File: src/sv/assert_macros.svh
// assertion macros used by the rtl file
`ifndef ASSERT_MACROS_SVH
`define ASSERT_MACROS_SVH

// property checked on every rising clock edge outside reset
`define CHECK_ALWAYS(label, prop, msg) \
  label: assert property (@(posedge clk) disable iff (rst) (prop)) else $error(msg);

// implication checked on every rising clock edge outside reset
`define CHECK_IMPLIES(label, ante, cons, msg) \
  label: assert property (@(posedge clk) disable iff (rst) (ante) |-> (cons)) else $error(msg);

`endif

File: src/sv/pce_pkg.sv
// constants and codes of the correlation engine
`timescale 1ns / 1ps
`default_nettype none
package pce_pkg;
  localparam int MAX_PAIRS   = 4096;
  localparam int SAMPLE_BITS = 16;
  localparam int COUNT_W     = 13;
  localparam int SUM_W       = 29;
  localparam int SQ_W        = 42;
  localparam int XY_W        = 43;
  localparam int DIFF_W      = 60;
  localparam int P_W         = 110;
  localparam int ACC_W       = 140;
  localparam int R_W         = 15;
  localparam int R_ONE       = 16384;

  localparam logic [1:0] ST_OK       = 2'd0;
  localparam logic [1:0] ST_FEW      = 2'd1;
  localparam logic [1:0] ST_ZERO_VAR = 2'd2;
  localparam logic [1:0] ST_OVERFLOW = 2'd3;
endpackage
`default_nettype wire

File: src/sv/pearson_correlation_engine_unit.sv
// Pearson correlation engine: one shift-add multiplier under a small sequencer.
// Each request carries one pair of Q3.12 samples; s_tlast marks the last pair of a set,
// and that request yields one result with r in Q1.14, a status code and the pair count.
// For each pair, three products |x|^2, |y|^2, |x*y| go through the shared multiplier,
// which retires one multiplier bit per cycle. The last pair adds the final pass: eight
// wide products and a binary search on r of up to 15 steps, each step two products.
// s_tready is high only while the sequencer waits for a pair; a finished result sits in
// the output register while the next pair is accepted.
`timescale 1ns / 1ps
`default_nettype none
`include "assert_macros.svh"
module pearson_correlation_engine_unit (
  input  wire logic        clk,
  input  wire logic        rst,
  input  wire logic        s_tvalid,
  output logic             s_tready,
  input  wire logic [31:0] s_tdata,   // sample_x [15:0], sample_y [31:16]
  input  wire logic        s_tlast,   // last_pair
  output logic             m_tvalid,
  input  wire logic        m_tready,
  output logic [31:0]      m_tdata    // correlation [15:0], status [17:16], pair_count [30:18]
);
  import pce_pkg::*;

  typedef enum logic [3:0] {
    S_IDLE, S_XX, S_YY, S_XY, S_FIN, S_NXX, S_SX2, S_NYY, S_SY2,
    S_NXY, S_SXY, S_P, S_Q, S_LOOP, S_D2, S_K
  } state_t;

  state_t state;
  state_t after_out;
  logic out_pending;

  // accumulators
  logic [COUNT_W-1:0]      count;
  logic signed [SUM_W-1:0] sum_x, sum_y;
  logic [SQ_W-1:0]         sum_xx, sum_yy;
  logic signed [XY_W-1:0]  sum_xy;
  logic                    overflow_seen;
  logic                    last_item;

  // latched pair
  logic [16:0] mag_x, mag_y;
  logic        xy_neg;

  // shared shift-add multiplier
  logic [ACC_W-1:0]  ma, macc;
  logic [DIFF_W-1:0] mb;

  // final pass values
  logic signed [DIFF_W-1:0] t1, sxx, syy, sxy;
  logic [P_W-1:0] p, q;
  logic [R_W-1:0] lo, hi, mid;

  // result register
  logic [15:0] res_corr;
  logic [1:0]  res_status;

  // input decode
  logic signed [SAMPLE_BITS-1:0] in_x, in_y;
  logic [16:0] mag_in_x, mag_in_y;
  assign in_x = s_tdata[15:0];
  assign in_y = s_tdata[31:16];
  assign mag_in_x = in_x[15] ? (17'd0 - {in_x[15], in_x}) : {1'b0, in_x};
  assign mag_in_y = in_y[15] ? (17'd0 - {in_y[15], in_y}) : {1'b0, in_y};

  // magnitudes and signed terms of the final pass
  logic [SUM_W-1:0]         mag_sx, mag_sy;
  logic [XY_W-1:0]          mag_sxy_acc;
  logic [DIFF_W-1:0]        mag_sxy, prod60;
  logic signed [DIFF_W-1:0] nxy_s, sxsy_s, sxy_next;
  logic signed [XY_W-1:0]   pxy;
  logic [R_W:0]             mid_sum;
  logic [R_W-1:0]           mid_next;
  logic [R_W-1:0]           d_next;
  assign mag_sx      = sum_x[SUM_W-1] ? ({SUM_W{1'b0}} - sum_x) : sum_x;
  assign mag_sy      = sum_y[SUM_W-1] ? ({SUM_W{1'b0}} - sum_y) : sum_y;
  assign mag_sxy_acc = sum_xy[XY_W-1] ? ({XY_W{1'b0}} - sum_xy) : sum_xy;
  assign mag_sxy     = sxy[DIFF_W-1] ? ({DIFF_W{1'b0}} - sxy) : sxy;
  assign prod60      = macc[DIFF_W-1:0];
  assign nxy_s       = sum_xy[XY_W-1] ? ({DIFF_W{1'b0}} - prod60) : prod60;
  assign sxsy_s      = (sum_x[SUM_W-1] ^ sum_y[SUM_W-1]) ? ({DIFF_W{1'b0}} - prod60) : prod60;
  assign sxy_next    = t1 - sxsy_s;
  assign pxy         = {{(XY_W-31){1'b0}}, macc[30:0]};
  assign mid_sum     = {1'b0, lo} + {1'b0, hi} + {{R_W{1'b0}}, 1'b1};
  assign mid_next    = mid_sum[R_W:1];
  assign d_next      = {mid_next[R_W-2:0], 1'b0} - {{(R_W-1){1'b0}}, 1'b1};

  assign s_tready = (state == S_IDLE) && !out_pending;

  // sequencer, multiplier and result register
  always_ff @(posedge clk) begin
    // multiplier step: one bit of the multiplier per cycle
    if (!rst && mb != '0) begin
      if (mb[0]) begin
        macc <= macc + ma;
      end
      ma <= {ma[ACC_W-2:0], 1'b0};
      mb <= {1'b0, mb[DIFF_W-1:1]};
    end
    if (m_tvalid && m_tready && !rst && !out_pending) begin
      m_tvalid <= 1'b0;
    end
    if (rst) begin
      state         <= S_IDLE;
      after_out     <= S_IDLE;
      out_pending   <= 1'b0;
      m_tvalid      <= 1'b0;
      count         <= '0;
      sum_x         <= '0;
      sum_y         <= '0;
      sum_xx        <= '0;
      sum_yy        <= '0;
      sum_xy        <= '0;
      overflow_seen <= 1'b0;
      last_item     <= 1'b0;
      mb            <= '0;
    end else if (out_pending) begin
      // hand the result to the output register, then clear the sums
      if (!m_tvalid || m_tready) begin
        m_tvalid      <= 1'b1;
        m_tdata       <= {1'b0, count, res_status, res_corr};
        out_pending   <= 1'b0;
        count         <= '0;
        sum_x         <= '0;
        sum_y         <= '0;
        sum_xx        <= '0;
        sum_yy        <= '0;
        sum_xy        <= '0;
        overflow_seen <= 1'b0;
        state         <= after_out;
      end
    end else begin
      unique case (state)
        S_IDLE: begin
          if (s_tvalid) begin
            last_item <= s_tlast;
            if (count < COUNT_W'(MAX_PAIRS)) begin
              count  <= count + 1'b1;
              sum_x  <= sum_x + SUM_W'(in_x);
              sum_y  <= sum_y + SUM_W'(in_y);
              mag_x  <= mag_in_x;
              mag_y  <= mag_in_y;
              xy_neg <= in_x[15] ^ in_y[15];
              ma     <= ACC_W'(mag_in_x);
              mb     <= DIFF_W'(mag_in_x);
              macc   <= '0;
              state  <= S_XX;
            end else begin
              overflow_seen <= 1'b1;
              if (s_tlast) begin
                state <= S_FIN;
              end
            end
          end
        end
        S_XX: begin
          if (mb == '0) begin
            sum_xx <= sum_xx + SQ_W'(macc[30:0]);
            ma     <= ACC_W'(mag_y);
            mb     <= DIFF_W'(mag_y);
            macc   <= '0;
            state  <= S_YY;
          end
        end
        S_YY: begin
          if (mb == '0) begin
            sum_yy <= sum_yy + SQ_W'(macc[30:0]);
            ma     <= ACC_W'(mag_x);
            mb     <= DIFF_W'(mag_y);
            macc   <= '0;
            state  <= S_XY;
          end
        end
        S_XY: begin
          if (mb == '0) begin
            sum_xy <= xy_neg ? (sum_xy - pxy) : (sum_xy + pxy);
            state  <= last_item ? S_FIN : S_IDLE;
          end
        end
        S_FIN: begin
          if (count < COUNT_W'(2)) begin
            res_corr    <= '0;
            res_status  <= ST_FEW;
            out_pending <= 1'b1;
            after_out   <= S_IDLE;
          end else begin
            ma    <= ACC_W'(sum_xx);
            mb    <= DIFF_W'(count);
            macc  <= '0;
            state <= S_NXX;
          end
        end
        S_NXX: begin
          if (mb == '0) begin
            t1    <= prod60;
            ma    <= ACC_W'(mag_sx);
            mb    <= DIFF_W'(mag_sx);
            macc  <= '0;
            state <= S_SX2;
          end
        end
        S_SX2: begin
          if (mb == '0) begin
            sxx   <= t1 - $signed(prod60);
            ma    <= ACC_W'(sum_yy);
            mb    <= DIFF_W'(count);
            macc  <= '0;
            state <= S_NYY;
          end
        end
        S_NYY: begin
          if (mb == '0) begin
            t1    <= prod60;
            ma    <= ACC_W'(mag_sy);
            mb    <= DIFF_W'(mag_sy);
            macc  <= '0;
            state <= S_SY2;
          end
        end
        S_SY2: begin
          if (mb == '0) begin
            syy   <= t1 - $signed(prod60);
            ma    <= ACC_W'(mag_sxy_acc);
            mb    <= DIFF_W'(count);
            macc  <= '0;
            state <= S_NXY;
          end
        end
        S_NXY: begin
          if (mb == '0) begin
            t1    <= nxy_s;
            ma    <= ACC_W'(mag_sx);
            mb    <= DIFF_W'(mag_sy);
            macc  <= '0;
            state <= S_SXY;
          end
        end
        S_SXY: begin
          if (mb == '0) begin
            sxy <= sxy_next;
            if (sxx <= 0 || syy <= 0) begin
              res_corr    <= '0;
              res_status  <= ST_ZERO_VAR;
              out_pending <= 1'b1;
              after_out   <= S_IDLE;
            end else begin
              ma    <= ACC_W'(sxx);
              mb    <= syy;
              macc  <= '0;
              state <= S_P;
            end
          end
        end
        S_P: begin
          if (mb == '0) begin
            p     <= macc[P_W-1:0];
            ma    <= ACC_W'(mag_sxy);
            mb    <= mag_sxy;
            macc  <= '0;
            lo    <= '0;
            hi    <= R_W'(R_ONE);
            state <= S_Q;
          end
        end
        S_Q: begin
          if (mb == '0) begin
            q     <= macc[P_W-1:0];
            state <= S_LOOP;
          end
        end
        // binary search: largest m with (2m-1)^2 * p <= q * 2^30
        S_LOOP: begin
          if (lo < hi) begin
            mid   <= mid_next;
            ma    <= ACC_W'(d_next);
            mb    <= DIFF_W'(d_next);
            macc  <= '0;
            state <= S_D2;
          end else begin
            res_corr    <= sxy[DIFF_W-1] ? (16'd0 - {1'b0, lo}) : {1'b0, lo};
            res_status  <= overflow_seen ? ST_OVERFLOW : ST_OK;
            out_pending <= 1'b1;
            after_out   <= S_IDLE;
          end
        end
        S_D2: begin
          if (mb == '0) begin
            ma    <= ACC_W'(p);
            mb    <= DIFF_W'(macc[29:0]);
            macc  <= '0;
            state <= S_K;
          end
        end
        S_K: begin
          if (mb == '0) begin
            if (macc <= {q, 30'd0}) begin
              lo <= mid;
            end else begin
              hi <= mid - 1'b1;
            end
            state <= S_LOOP;
          end
        end
        default: state <= S_IDLE;
      endcase
    end
  end

  `CHECK_ALWAYS(a_count_bound, count <= COUNT_W'(MAX_PAIRS), "pair count beyond store")
  `CHECK_IMPLIES(a_search_order, state == S_LOOP, lo <= hi, "search bounds crossed")
  `CHECK_IMPLIES(a_corr_range, m_tvalid, ($signed(m_tdata[15:0]) <= 16'sd16384) && ($signed(m_tdata[15:0]) >= -16'sd16384), "correlation out of range")
  `CHECK_IMPLIES(a_zero_var_corr, m_tvalid && (m_tdata[17:16] == ST_ZERO_VAR || m_tdata[17:16] == ST_FEW), m_tdata[15:0] == 16'd0, "degenerate set with nonzero r")
  `CHECK_IMPLIES(a_busy_not_ready, state != S_IDLE, !s_tready, "ready while sequencer busy")

endmodule
`default_nettype wire

File: config.mk
export PLATFORM = sky130hd
export DESIGN_NAME = pearson_correlation_engine_unit
export DESIGN_NICKNAME = d
export VERILOG_FILES = /design/src/sv/pce_pkg.sv /design/src/sv/pearson_correlation_engine_unit.sv
export VERILOG_INCLUDE_DIRS = /design/src /design/src/sv
export SDC_FILE = /design/constraint.sdc
export NUM_CORES = 2
export LEC_CHECK = 0
export ABC_CLOCK_PERIOD_IN_PS = 13800
export BUFFER_PORTS_ARGS = -buffer_cell sky130_fd_sc_hd__buf_4
export CAP_MARGIN = 10
export CELL_PAD_IN_SITES_DETAIL_PLACEMENT = 1
export CELL_PAD_IN_SITES_GLOBAL_PLACEMENT = 1
export CORE_MARGIN = 5
export CORE_UTILIZATION = 50
export DETAILED_ROUTE_END_ITERATION = 8
export PLACE_DENSITY = 0.84
export SLEW_MARGIN = 10
export SYNTH_ARGS = -nofsm -noshare
export SYNTH_HDL_FRONTEND = slang
export SYNTH_SLANG_ARGS = --single-unit
File: constraint.sdc
create_clock -name clk -period 13.8 [get_ports clk]
set_input_delay 2.07 -clock clk [delete_from_list [all_inputs] [get_ports clk]]
set_output_delay 2.07 -clock clk [all_outputs]
set_load 0.02 [all_outputs]
==> flow_summary.toml <==
[outcome]
status = "complete, but fails checks"
violations = "design-rule violations"

[synth]
ys_types = 102
ys_seq_area_frac = 0.3661
synthFlopType = "edfxtp_1"
synth-adder-area-share = 0.09273
synth_top_family_by_area = "compound AO/OA/AOI/OAI gates"
synth-seq-cells = 1135
yosysMostFrequentCell = "a21oi_1"
syn_area_um2 = 78180
avgSynthCellArea_um2 = 8.606
synth.top_cells.by_count = "a21oi_1 (970), nand2_1 (912), nor2_1 (796)"
synth_area_leader_cell = "edfxtp_1"
synth-simple-area-share = 0.1679
synthXorXnorAreaFrac = 0.08391
synth_mux_area_frac = 0.01935
async_reset_ff_frac = 0
synthTopCellsByArea = "edfxtp_1 (23%), dfxtp_1 (14%), ha_1 (9.0%)"
synth_cells = 9084
synth_edf_count = 589
synth_top_area_frac = 0.2262
synth-compound-area-share = 0.2314
yosysWarnings = 0

[placed_design]
place.gp.congestion = 1.058
placed_cells_incl_taps = 10940
io_buffer_count = 69
hpwl_um = 262600

[pwr]
p_leak_nw = 34.07
p_per_area_nw_per_um2 = 176.7
vdd_ir_drop_max_mv = 0.1917

[sta]
slew_headroom = 0.03579
tns_ns = 0
setup_viol = 0
rsz0062_at_grt = "false"
fmax_mhz = 135.6
drv_slew = 0
fin_crit_ns = 7.374
final_hold_viol_count = 0
skew_ns = 0.03973
post-route-period-util = 0.5343
tightest_slew_ns = 1.433

[cts]
path_clk_slew_ns = 0.06
clk_latency_ns = 0.82
cts.repair.resized = 0
cts_hold_buffers = 0
post_cts_buffers = 0
cts_tree = "yes"
cts.sinks = 1135
cts_buffer_depth = 3
numCtsBuffers = 136
root_buffer = "clkbuf_16"
htreeDepth = 4

[layout]
drive_gt1_frac = 0.06239
area_growth_pct = 9.777
multi_input_area_um2 = 46840
fin_cells = 11200
seqCellArea_um2 = 28620
final_nets = 9631
fillCellCount = 18170

[worst_setup_path]
critical_path_required_ns = 14.47
criticalPathCategory = "reg2reg"
end_kind = "flip-flop"
crit_arrival_ns = 8.04
crit_buf_inv = 1
crit_path_start_kind = "flip-flop"
path_cells = "inv_1, ha_1, nand2_1, nor3_1, nand2_1, nor3_1, nand2_1, or4_1, nor2b_1, xnor2_1, ha_1, and2_1, a221oi_1, o21ai_0, o211a_1, a211oi_1, o31a_1, o2bb2ai_1, o21ai_0, a311o_1, a21oi_1, xor2_1, o21ai_0"
critPathTopFamily = "compound AO/OA/AOI/OAI gates"
cp_max_fo = 14
slowest_stage = "nor3_1"
cp_slowest_stage_delay_ns = 0.65

[routing]
antenna_left = 0
wl_per_cell_um = 30.91
drtIter0Drc = 9128
num_vias = 76360
vias_per_cell = 6.817
wl_um = 346300
firstDrtPassIters = 9
route.detailed.drc = 1

[floorplanning]
rows = 145
ios = 71
coreArea_um2 = 155800
die_x_um = 405.4
die_y_um = 405.4
die_area_um2 = 164400
start_util = 0.5016

[job]
drv_cap = 0

[global_routing]
grt_use_total = 0.4080
grt_pass1_wl_um = 504200
grt_start_max_net_pins = 196
gr-total-overflow = 0
grt_pass1_vias = 76540
antenna_found_initial = 14

[min_path]
hold_path_class = "reg2reg"
## sequential cells by signal, summed over array words and instances, names as in the netlist, 110 cells and up
signal	count
ma	140
macc	140
p	110
q	110
## cells by family after synthesis
logic type | after synthesis
AND/OR/NAND/NOR | 2810
XOR/XNOR | 749
multiplexers | 151
buffers and inverters | 794
other | 1
flip-flops | 1135
AO/OA/AOI/OAI | 2870
adder cells (fa/ha/maj) | 574
## where the power goes
part | total (W) | leakage [nW] | internal, W | switching, W
registers | 0.00418 | 9.97 | 0.00388 | 0.000304
logic | 0.00718 | 21.8 | 0.00229 | 0.00489
clock network | 0.00380 | 2.26 | 0.00218 | 0.00162
## stage by stage
stage          instance area, µm²  hold slack [ns]  utilization  total power, W  setup WS [ns]
4_1_cts                     85790           0.4197       0.5505         0.01483          6.574
5_1_grt                     85800           0.4323       0.5506         0.01564          5.895
2_1_floorplan               78190           0.4003            -        0.008634          2.889
3_5_place_dp                81150           0.4052       0.5207         0.01102          6.608
3_3_place_gp                81150           0.4021       0.5207         0.01081          6.888
6_report                    85820           0.4213       0.5507         0.01516          6.426
## worst paths after layout
kind                                                 from                      end  slack [ns]  cells past startpoint
worst min-delay path            res_corr[8]$_SDFFCE_PN0P_     m_tdata[8]$_DFFE_PP_        0.42                      0
worst max register to register            macc[1]$_DFF_P_  sum_xy[38]$_SDFFE_PP0P_        6.43                     23
worst min register to register  res_corr[8]$_SDFFCE_PN0P_     m_tdata[8]$_DFFE_PP_        0.42                      0
worst max-delay path                      macc[1]$_DFF_P_  sum_xy[38]$_SDFFE_PP0P_        6.43                     23
## placed cells by master (no fill, tap or decap), types with 90 or more instances in the layout
master | Yosys | layout
a22oi_1 | 90 | 90
nand3_1 | 191 | 187
mux2i_1 | 150 | 150
nor2_1 | 796 | 781
nor4_1 | 103 | 101
nand2_1 | 912 | 909
a21o_1 | 275 | 275
edfxtp_1 | 589 | 589
dfxtp_1 | 546 | 545
o21ai_0 | 595 | 594
nand4_1 | 150 | 150
clkbuf_16 | 0 | 143
ha_1 | 565 | 565
xnor2_1 | 482 | 481
buf_4 | 1 | 229
inv_1 | 356 | 356
o21bai_1 | 97 | 97
xor2_1 | 267 | 266
a21oi_1 | 970 | 969
nor3_1 | 162 | 152
## worst register-to-register path, cell delays in order, from the launching register on
cell       delay (ns)
dfxtp_1          0.57
inv_1            0.26
ha_1             0.29
nand2_1          0.13
nor3_1           0.65
nand2_1          0.20
nor3_1           0.56
nand2_1          0.15
or4_1            0.49
nor2b_1          0.18
xnor2_1          0.25
ha_1             0.34
and2_1           0.20
a221oi_1         0.45
o21ai_0          0.17
o211a_1          0.16
a211oi_1         0.48
o31a_1           0.26
o2bb2ai_1        0.24
o21ai_0          0.33
a311o_1          0.44
a21oi_1          0.19
xor2_1           0.16
o21ai_0          0.08
## layer usage
layer / routed length [µm] / track usage / vias to the layer above
met5: 172 / 0.005650 / -
li1: - / - / 33260
met3: 40020 / 0.1182 / 1014
met4: 23170 / 0.2262 / 10
met1: 135800 / 0.5253 / 37730
met2: 147100 / 0.6160 / 4349
## area by class of cell
| class | instances | area share |
|---|---|---|
| clock inverters | 69 | 0.008981 |
| flip-flops and latches | 1135 | 0.3335 |
| multi-input cells | 7157 | 0.5458 |
| clock buffers | 185 | 0.04505 |
| well taps | 2058 | 0.03000 |
| inverters | 357 | 0.01561 |
| diodes | 7 | 0.0002041 |
| repair buffers | 233 | 0.02086 |
(Power assumes the default switching activity.)
